`src/rtl/sm3_pkg.sv`:
```
package sm3_pkg;

    localparam logic [31:0] IV_WORDS [8] = '{
        32'h7380166f, 32'h4914b2b9, 32'h172442d7, 32'hda8a0600,
        32'ha96f30bc, 32'h163138aa, 32'he38dee4d, 32'hb0fb0e4e
    };
    localparam logic [31:0] T_LOW    = 32'h79cc4519;
    localparam logic [31:0] T_HIGH   = 32'h7a879d8a;
    localparam logic [7:0]  PAD_BYTE = 8'h80;
    localparam int          QUEUE_DEPTH = 4;

    // queued word for the back end: data, byte count, last flag
    typedef struct packed {
        logic [31:0] data;
        logic [2:0]  nbytes;
        logic        last;
    } sm3_item_t;

    typedef enum logic [2:0] {
        ST_IDLE,
        ST_PUSH,
        ST_ROUND,
        ST_FOLD,
        ST_EMIT
    } back_state_t;

    function automatic logic [31:0] rotl(input logic [31:0] x, input logic [4:0] n);
        logic [63:0] dbl;
        dbl = {x, x} << n;
        return dbl[63:32];
    endfunction

    function automatic logic [31:0] perm0(input logic [31:0] v);
        return v ^ rotl(v, 5'd9) ^ rotl(v, 5'd17);
    endfunction

    function automatic logic [31:0] perm1(input logic [31:0] v);
        return v ^ rotl(v, 5'd15) ^ rotl(v, 5'd23);
    endfunction

endpackage

```
`src/rtl/sm3_front.sv`:
```
module sm3_front
    import sm3_pkg::*;
(
    input  logic        clk,
    input  logic        rst_n,
    input  logic        s_tvalid,
    output logic        s_tready,
    input  logic [31:0] s_data,
    input  logic [2:0]  s_nbytes,
    input  logic        s_last,
    output logic        q_valid,
    input  logic        q_pop,
    output sm3_item_t   q_item
);
    localparam int PW = $clog2(QUEUE_DEPTH);

    sm3_item_t       mem [QUEUE_DEPTH];
    logic [PW-1:0]   wr_ptr_reg, rd_ptr_reg;
    logic [PW:0]     count_reg;
    logic            push;
    logic            pop;
    sm3_item_t       cls;

    // non-last words count as four bytes, last words saturate at four
    always_comb
    begin
        cls.data   = s_data;
        cls.last   = s_last;
        if (!s_last)
            cls.nbytes = 3'd4;
        else if (s_nbytes > 3'd4)
            cls.nbytes = 3'd4;
        else
            cls.nbytes = s_nbytes;
    end

    assign s_tready = (count_reg != (PW+1)'(QUEUE_DEPTH));
    assign push     = s_tvalid && s_tready;
    assign q_valid  = (count_reg != '0);
    assign pop      = q_pop && q_valid;
    assign q_item   = mem[rd_ptr_reg];

    always_ff @(posedge clk)
    begin
        if (push)
            mem[wr_ptr_reg] <= cls;
    end

    always_ff @(posedge clk or negedge rst_n)
    begin
        if (!rst_n)
        begin
            wr_ptr_reg <= '0;
            rd_ptr_reg <= '0;
            count_reg  <= '0;
        end
        else
        begin
            if (push)
                wr_ptr_reg <= wr_ptr_reg + 1'b1;
            if (pop)
                rd_ptr_reg <= rd_ptr_reg + 1'b1;
            count_reg <= count_reg + (PW+1)'(push) - (PW+1)'(pop);
        end
    end

`ifndef SYNTH
    a_no_overflow: assert property (@(posedge clk) disable iff (!rst_n)
        count_reg <= (PW+1)'(QUEUE_DEPTH)) else $error("queue overflow");
    a_count_step: assert property (@(posedge clk) disable iff (!rst_n)
        push && !pop |=> count_reg == $past(count_reg) + 1'b1)
        else $error("queue count");
    a_nbytes_sat: assert property (@(posedge clk) disable iff (!rst_n)
        push |-> cls.nbytes <= 3'd4) else $error("byte count");
`endif
endmodule

```
`src/rtl/sm3_back.sv`:
```
module sm3_back
    import sm3_pkg::*;
(
    input  logic        clk,
    input  logic        rst_n,
    input  logic        q_valid,
    output logic        q_pop,
    input  sm3_item_t   q_item,
    output logic        m_tvalid,
    input  logic        m_tready,
    output logic [31:0] m_word,
    output logic [2:0]  m_index,
    output logic        m_last
);
    back_state_t  state_reg, state_next;
    logic [31:0]  cv_reg [8];
    logic [31:0]  v_reg  [8];
    logic [31:0]  w_reg  [16];
    logic [63:0]  len_reg;
    logic [3:0]   pos_reg;
    logic [5:0]   rnd_reg;
    logic [2:0]   idx_reg;
    logic         fin_reg;      // padding in progress
    logic         lenhi_reg;    // next fill slot is the length
    sm3_item_t    cur_reg;
    logic         pad_pend_reg; // full last word, pad word still owed

    logic [31:0]  push_val;
    logic         push_en;
    logic         push_done;    // item fully loaded into window
    logic [31:0]  mask;
    logic [31:0]  a12, ss1, ss2, ff, gg, tt1, tt2, tj, wj, wpj, w_new;
    logic         lo16;

    // a block ends the message when its final word was the length low word
    function automatic logic push_done_last();
        return fin_reg && idx_reg == 3'd1;
    endfunction

    // message expansion on a rolling 16-word window
    assign w_new = perm1(w_reg[0] ^ w_reg[7] ^ rotl(w_reg[13], 5'd15))
                 ^ rotl(w_reg[3], 5'd7) ^ w_reg[10];
    assign wj    = w_reg[0];
    assign wpj   = w_reg[0] ^ w_reg[4];
    assign lo16  = (rnd_reg < 6'd16);
    assign tj    = lo16 ? T_LOW : T_HIGH;
    assign a12   = rotl(v_reg[0], 5'd12);
    assign ss1   = rotl(a12 + v_reg[4] + rotl(tj, rnd_reg[4:0]), 5'd7);
    assign ss2   = ss1 ^ a12;
    assign ff    = lo16 ? (v_reg[0] ^ v_reg[1] ^ v_reg[2])
                 : ((v_reg[0] & v_reg[1]) | (v_reg[0] & v_reg[2]) | (v_reg[1] & v_reg[2]));
    assign gg    = lo16 ? (v_reg[4] ^ v_reg[5] ^ v_reg[6])
                 : ((v_reg[4] & v_reg[5]) | (~v_reg[4] & v_reg[6]));
    assign tt1   = ff + v_reg[3] + ss2 + wpj;
    assign tt2   = gg + v_reg[7] + ss1 + wj;

    assign mask  = (cur_reg.nbytes == 3'd0) ? 32'h0
                 : (32'hffffffff << (6'd32 - {cur_reg.nbytes, 3'b000}));

    // select the word pushed this cycle in ST_PUSH
    always_comb
    begin
        push_val  = 32'h0;
        push_done = 1'b0;
        if (!fin_reg)
        begin
            if (!cur_reg.last)
            begin
                push_val  = cur_reg.data;
                push_done = 1'b1;
            end
            else if (cur_reg.nbytes == 3'd4)
                push_val = cur_reg.data;
            else
                push_val = (cur_reg.data & mask)
                         | ({24'h0, PAD_BYTE} << (5'd24 - {cur_reg.nbytes[1:0], 3'b000}));
        end
        else if (pad_pend_reg)
            push_val = {PAD_BYTE, 24'h0};
        else if (pos_reg == 4'd14 && lenhi_reg)
            push_val = len_reg[63:32];
        else if (pos_reg == 4'd15 && lenhi_reg)
        begin
            push_val  = len_reg[31:0];
            push_done = 1'b1;
        end
    end

    always_comb
    begin
        state_next = state_reg;
        q_pop      = 1'b0;
        push_en    = 1'b0;
        unique case (state_reg)
            ST_IDLE:
                if (q_valid)
                begin
                    q_pop      = 1'b1;
                    state_next = ST_PUSH;
                end
            ST_PUSH:
            begin
                push_en = 1'b1;
                if (pos_reg == 4'd15)
                    state_next = ST_ROUND;
                else if (push_done)
                    state_next = ST_IDLE;
            end
            ST_ROUND:
                if (rnd_reg == 6'd63)
                    state_next = ST_FOLD;
            ST_FOLD:
                if (fin_reg && !pad_pend_reg && lenhi_reg && pos_reg == 4'd0 && idx_reg == 3'd7)
                    state_next = ST_EMIT;
                else if (push_done_last())
                    state_next = ST_EMIT;
                else if (fin_reg)
                    state_next = ST_PUSH;
                else
                    state_next = ST_IDLE;
            ST_EMIT:
                if (m_tready && idx_reg == 3'd7)
                    state_next = ST_IDLE;
            default:
                state_next = ST_IDLE;
        endcase
    end

    always_ff @(posedge clk or negedge rst_n)
    begin
        if (!rst_n)
        begin
            state_reg    <= ST_IDLE;
            len_reg      <= '0;
            pos_reg      <= '0;
            rnd_reg      <= '0;
            idx_reg      <= '0;
            fin_reg      <= 1'b0;
            lenhi_reg    <= 1'b0;
            pad_pend_reg <= 1'b0;
            for (int i = 0; i < 8; i++)
            begin
                cv_reg[i] <= IV_WORDS[i];
                v_reg[i]  <= '0;
            end
        end
        else
        begin
            state_reg <= state_next;
            unique case (state_reg)
                ST_IDLE:
                    if (q_valid)
                    begin
                        len_reg <= len_reg + {58'h0, q_item.nbytes, 3'b000};
                        idx_reg <= '0;
                    end
                ST_PUSH:
                begin
                    pos_reg <= pos_reg + 1'b1;
                    if (cur_reg.last && !fin_reg)
                    begin
                        fin_reg      <= 1'b1;
                        pad_pend_reg <= (cur_reg.nbytes == 3'd4);
                        lenhi_reg    <= (cur_reg.nbytes != 3'd4) && (pos_reg == 4'd13);
                    end
                    else if (fin_reg)
                    begin
                        pad_pend_reg <= 1'b0;
                        lenhi_reg    <= (pos_reg == 4'd13) || (pos_reg == 4'd14 && lenhi_reg);
                        if (pos_reg == 4'd15 && lenhi_reg)
                            idx_reg <= 3'd1;
                    end
                    if (pos_reg == 4'd15)
                    begin
                        rnd_reg <= '0;
                        for (int i = 0; i < 8; i++)
                            v_reg[i] <= cv_reg[i];
                    end
                end
                ST_ROUND:
                begin
                    v_reg[7] <= v_reg[6];
                    v_reg[6] <= rotl(v_reg[5], 5'd19);
                    v_reg[5] <= v_reg[4];
                    v_reg[4] <= perm0(tt2);
                    v_reg[3] <= v_reg[2];
                    v_reg[2] <= rotl(v_reg[1], 5'd9);
                    v_reg[1] <= v_reg[0];
                    v_reg[0] <= tt1;
                    rnd_reg  <= rnd_reg + 1'b1;
                end
                ST_FOLD:
                begin
                    for (int i = 0; i < 8; i++)
                        cv_reg[i] <= cv_reg[i] ^ v_reg[i];
                    if (push_done_last())
                        idx_reg <= '0;
                end
                ST_EMIT:
                    if (m_tready)
                    begin
                        idx_reg <= idx_reg + 1'b1;
                        if (idx_reg == 3'd7)
                        begin
                            for (int i = 0; i < 8; i++)
                                cv_reg[i] <= IV_WORDS[i];
                            len_reg   <= '0;
                            pos_reg   <= '0;
                            fin_reg   <= 1'b0;
                            lenhi_reg <= 1'b0;
                        end
                    end
                default:
                    ;
            endcase
        end
    end

    // payload registers: item latch and message window
    always_ff @(posedge clk)
    begin
        if (state_reg == ST_IDLE && q_valid)
            cur_reg <= q_item;
        if (push_en)
            w_reg[pos_reg] <= push_val;
        else if (state_reg == ST_ROUND)
        begin
            for (int i = 0; i < 15; i++)
                w_reg[i] <= w_reg[i+1];
            w_reg[15] <= w_new;
        end
    end

    assign m_tvalid = (state_reg == ST_EMIT);
    assign m_word   = cv_reg[idx_reg];
    assign m_index  = idx_reg;
    assign m_last   = (idx_reg == 3'd7);

`ifndef SYNTH
    a_round_range: assert property (@(posedge clk) disable iff (!rst_n)
        state_reg == ST_ROUND |-> !q_pop) else $error("pop during rounds");
    a_emit_hold: assert property (@(posedge clk) disable iff (!rst_n)
        m_tvalid && !m_tready |=> m_tvalid && $stable(idx_reg)) else $error("emit hold");
    a_fold_after: assert property (@(posedge clk) disable iff (!rst_n)
        state_reg == ST_FOLD |-> $past(rnd_reg) == 6'd63) else $error("fold early");
`endif
endmodule

```
`src/rtl/sm3_hash_engine_core.sv`:
```
// channel | dir | tdata (low bit up)                      | tuser | tlast
// s_axis  | in  | msg_word[31:0], word_bytes[34:32], pad  | -     | last_word
// m_axis  | out | digest_word[31:0], digest_index[34:32]  | -     | digest_last
// a word is loaded by a queue pop and then a window push; each 16-word block then runs
// the 64 rounds of the single round unit and a fold into the chaining value
// the last word adds padding loads, one or two blocks and eight digest words
// rst_n clears all control state asynchronously; chaining value goes to the iv
// a four-entry queue decouples input from the round engine; stalls on m_axis
// hold the digest word
module sm3_hash_engine_core
    import sm3_pkg::*;
(
    input  logic        clk,
    input  logic        rst_n,
    input  logic        s_axis_tvalid,
    output logic        s_axis_tready,
    input  logic [39:0] s_axis_tdata,  // msg_word, word_bytes
    input  logic        s_axis_tlast,
    output logic        m_axis_tvalid,
    input  logic        m_axis_tready,
    output logic [39:0] m_axis_tdata,  // digest_word, digest_index
    output logic        m_axis_tlast
);
    logic        q_valid, q_pop;
    sm3_item_t   q_item;
    logic [31:0] dw;
    logic [2:0]  di;

    sm3_front u_front (
        .clk(clk), .rst_n(rst_n),
        .s_tvalid(s_axis_tvalid), .s_tready(s_axis_tready),
        .s_data(s_axis_tdata[31:0]), .s_nbytes(s_axis_tdata[34:32]),
        .s_last(s_axis_tlast),
        .q_valid(q_valid), .q_pop(q_pop), .q_item(q_item)
    );

    sm3_back u_back (
        .clk(clk), .rst_n(rst_n),
        .q_valid(q_valid), .q_pop(q_pop), .q_item(q_item),
        .m_tvalid(m_axis_tvalid), .m_tready(m_axis_tready),
        .m_word(dw), .m_index(di), .m_last(m_axis_tlast)
    );

    assign m_axis_tdata = {5'b0, di, dw};
endmodule
```
`config.mk`:
```
export PLATFORM = sky130hd
export DESIGN_NAME = sm3_hash_engine_core
export DESIGN_NICKNAME = d
export VERILOG_FILES = /design/src/rtl/sm3_pkg.sv /design/src/rtl/sm3_front.sv /design/src/rtl/sm3_back.sv /design/src/rtl/sm3_hash_engine_core.sv
export SDC_FILE = /design/constraint.sdc
export NUM_CORES = 2
export LEC_CHECK = 0
export BUFFER_PORTS_ARGS = -buffer_cell sky130_fd_sc_hd__buf_2
export CORE_MARGIN = 2
export CORE_UTILIZATION = 41
export DETAILED_ROUTE_END_ITERATION = 7
export PLACE_DENSITY = 0.61
export SLEW_MARGIN = 15
export SYNTH_ARGS = -nofsm -noshare
export SYNTH_HDL_FRONTEND = slang
export SYNTH_SLANG_ARGS = --single-unit
export TNS_END_PERCENT = 50
```
`constraint.sdc`:
```
create_clock -name clk -period 10.79 [get_ports clk]
set_input_delay 0.5395 -clock clk [delete_from_list [all_inputs] [get_ports clk]]
set_output_delay 0.5395 -clock clk [all_outputs]
set_load 0.01 [all_outputs]
```
==> impl_metrics.tcl <==
set metrics [dict create \
    ys_seq_area_share_pct 50.5 \
    syn_inst 6620 \
    tightest_slew_ps 1330 \
    cts.clk_slew.worst_paths_ps 60 \
    most_common_library_cell_in_the_layout_ignoring_fill_and_taps "nand2_1" \
    routabilityCongestion 0.965 \
    initial_utilization_pct 41.3 \
    synth.cell_area_um2 71100 \
    violations "design-rule violations" \
    yosys_register_bits 1291 \
    worstSetupEndpointType "flop" \
    dieArea_um2 177000 \
    totalWireLength_mm 228 \
    core-area_um2 172000 \
    dr.first_iter.drc_count 5712 \
    drt-pass1-iter-count 8 \
    period_share_pct 92.9 \
    fp.dieH_um 420 \
    timing.critical_path.arrival_ps 10630 \
    max_freq_ghz 0.0998 \
    wire_per_inst_um 25.3 \
    largest_reg_flops 512 \
    dpl.hpwl_mm 156 \
    vias_in_the_first_global_route 49300 \
    report.final.slew_viol_count 0 \
    io_pins 88 \
    mostFrequentLayoutCells "946 x nand2_1, 692 x edfxtp_1, 549 x a21o_1" \
    synth-main-ff-cell "edfxtp_1" \
    cpPeakStageDelay_ps 690 \
    number_of_nets_in_the_final_layout 6921 \
    yosysWarningCount 0 \
    synth_adder_area_share_pct 7.50 \
    cp_num_buf_inv 3 \
    rows 152 \
    crit_required_ps 11400 \
    cp_max_fo 24 \
    finalSetupViolations 0 \
    global_route_wire_length_before_repair_mm 334 \
    antenna_violations_before_repair 1 \
    fin_util_pct 45.8 \
    grt_util_all_layers_pct 25.6 \
    largest_delay_share_family_worst_path "compound AO/OA/AOI/OAI gates" \
    clockBufferDepth 3 \
    timing.critical_path.from_type "flop" \
    cts.sinks 1291 \
    drt.antenna.violating_nets 0 \
    async_reset_ff_share_pct 46.4 \
    combinational_family_with_the_most_area_after_synthesis "compound AO/OA/AOI/OAI gates" \
    ctsRootBufferMaster "clkbuf_16" \
    synth.area.mux_share_pct 6.29 \
    setup-tns-final_ps 0 \
    rsz_0062_raised_after_global_routing "false" \
    syn_avg_cell_area_um2 10.7 \
    netlist-cell-type-count 83 \
    area_delta_synth_final_pct 10.8 \
    maxSlewHeadroom_pct 11.1 \
    outcome "complete, but fails checks" \
    post_synth_xor_area_fraction_pct 6.06 \
    insertion_delay_ps 790 \
    min_path_type "in2reg" \
    grt_start_max_net_pins 200 \
    criticalPathCategory "reg2reg" \
    cts_buf_count 143 \
    num_vias 51700 \
    fin_skew_ps 33.3 \
    period_minus_slack_ps 10020 \
    port_buffers 77 \
    drc_errors 1 \
    tritoncts "built" \
    synth-compound-area-share_pct 16.4 \
    share_of_post_route_cells_with_drive_strength_above_1_pct 12.0 \
    final_hold_viol_count 0 \
    post_synthesis_simple_gate_area_fraction_pct 9.24 \
    grt_remaining_overflow 0 \
    synth-edff-count 692 \
    routed_via_density 5.75 \
    reported_max_cap_violation_count 0 \
    critical-path-slowest-cell "or4b_2" \
    floorplan.die.width_um 420 \
    htreeDepth 4 \
]
## synthesized netlist by cell type, types with 15 or more instances
| cell | instances | area share [%] |
|---|---|---|
| a211oi_1 | 15 | 0.16 |
| a21o_1 | 549 | 5.8 |
| a21oi_1 | 434 | 3.1 |
| a222oi_1 | 26 | 0.37 |
| a31oi_1 | 236 | 2.1 |
| and3_1 | 25 | 0.22 |
| buf_1 | 46 | 0.24 |
| clkbuf_1 | 359 | 1.9 |
| dfrtp_1 | 480 | 17 |
| dfstp_2 | 119 | 4.4 |
| edfxtp_1 | 692 | 29 |
| fa_1 | 190 | 5.4 |
| ha_1 | 121 | 2.1 |
| inv_1 | 322 | 1.7 |
| mux2_2 | 134 | 2.1 |
| mux2i_1 | 71 | 1.0 |
| mux4_2 | 100 | 3.2 |
| nand2_1 | 964 | 5.1 |
| nand2b_1 | 17 | 0.15 |
| nand3_1 | 48 | 0.34 |
| nand4_1 | 25 | 0.22 |
| nor2_1 | 444 | 2.3 |
| nor3_1 | 22 | 0.15 |
| o211ai_1 | 18 | 0.19 |
| o21ai_0 | 440 | 3.1 |
| o22ai_1 | 39 | 0.34 |
| or3_1 | 19 | 0.17 |
| xnor2_1 | 329 | 4.1 |
| xor2_1 | 157 | 1.9 |
## tightest hold or removal path: stages
cell and delay, ps:
buf_2 100, inv_1 40, nor2_1 70
## timing repair
| item | in CTS | in global routing |
|---|---|---|
| hold buffers | 34 | 0 |
| setup buffers | 0 | 0 |
| endpoints found under the hold margin | 173 | 0 |
| gates resized for setup | 0 | 1 |
| endpoints found under the setup margin | 0 | 1 |
## per-layer routing
| metal | GRT usage (%) | vias to the layer above | share of wire, % | routed length, um |
|---|---|---|---|---|
| li1 | - | 23200 | - | - |
| met1 | 35.9 | 26400 | 43 | 99000 |
| met2 | 39.8 | 1782 | 46 | 104000 |
| met3 | 4.70 | 331 | 7.0 | 15900 |
| met4 | 9.09 | 2 | 3.8 | 8660 |
| met5 | 0 | - | 0.0079 | 18 |
## final timing paths
| kind | from | to | slack (ps) | depth (start not counted) |
|---|---|---|---|---|
| min | s_axis_tdata[32] | u_front.mem[0][1]$_DFFE_PP_ | 140 | 3 |
| min reg2reg | u_back.w_reg[9][25]$_DFFE_PP_ | u_back.w_reg[8][25]$_DFFE_PP_ | 500 | 1 |
| min in group asynchronous | rst_n | u_back.v_reg[78]$_DFFE_PN0P_ | 310 | 2 |
| max | u_back.rnd_reg[5]$_DFFE_PN0P_ | u_back.a12[5]$_DFFE_PN0P_ | 770 | 36 |
| max in group asynchronous | rst_n | u_back.cv_reg[251]$_DFFE_PN0P_ | 8130 | 4 |
| max reg2reg | u_back.rnd_reg[5]$_DFFE_PN0P_ | u_back.a12[5]$_DFFE_PN0P_ | 770 | 36 |
## cells by family after synthesis
logic type	count (synthesis)
compound gates	1868
simple gates	1616
flops	1291
buf+inv	739
xor+xnor	488
fa+ha+maj	312
mux	305
other cells	1
## metrics by stage
stage	setup slack [ps]	hold slack, ps	instance area [um2]	instances
5_1_grt	121	123	78700	8989
2_1_floorplan	1130	244	71100	6624
6_report	767	138	78700	8990
3_3_place_gp	853	487	73700	8696
4_1_cts	761	80.6	78700	8989
3_5_place_dp	831	492	73700	8696
## final cells by class
cell class              instances  area (um2)
clock inverters                60         646
well taps                    2310        2890
multi-input cells            4594       32500
flip-flops and latches       1291       35900
inverters                     326        1230
clock buffers                 199        3980
diodes                          1        2.50
repair buffers                209        1550
fillers                     16000       93200
Power is not shown: default switching activity piles up to over one toggle a cycle in this logic, so the estimate is an artifact.
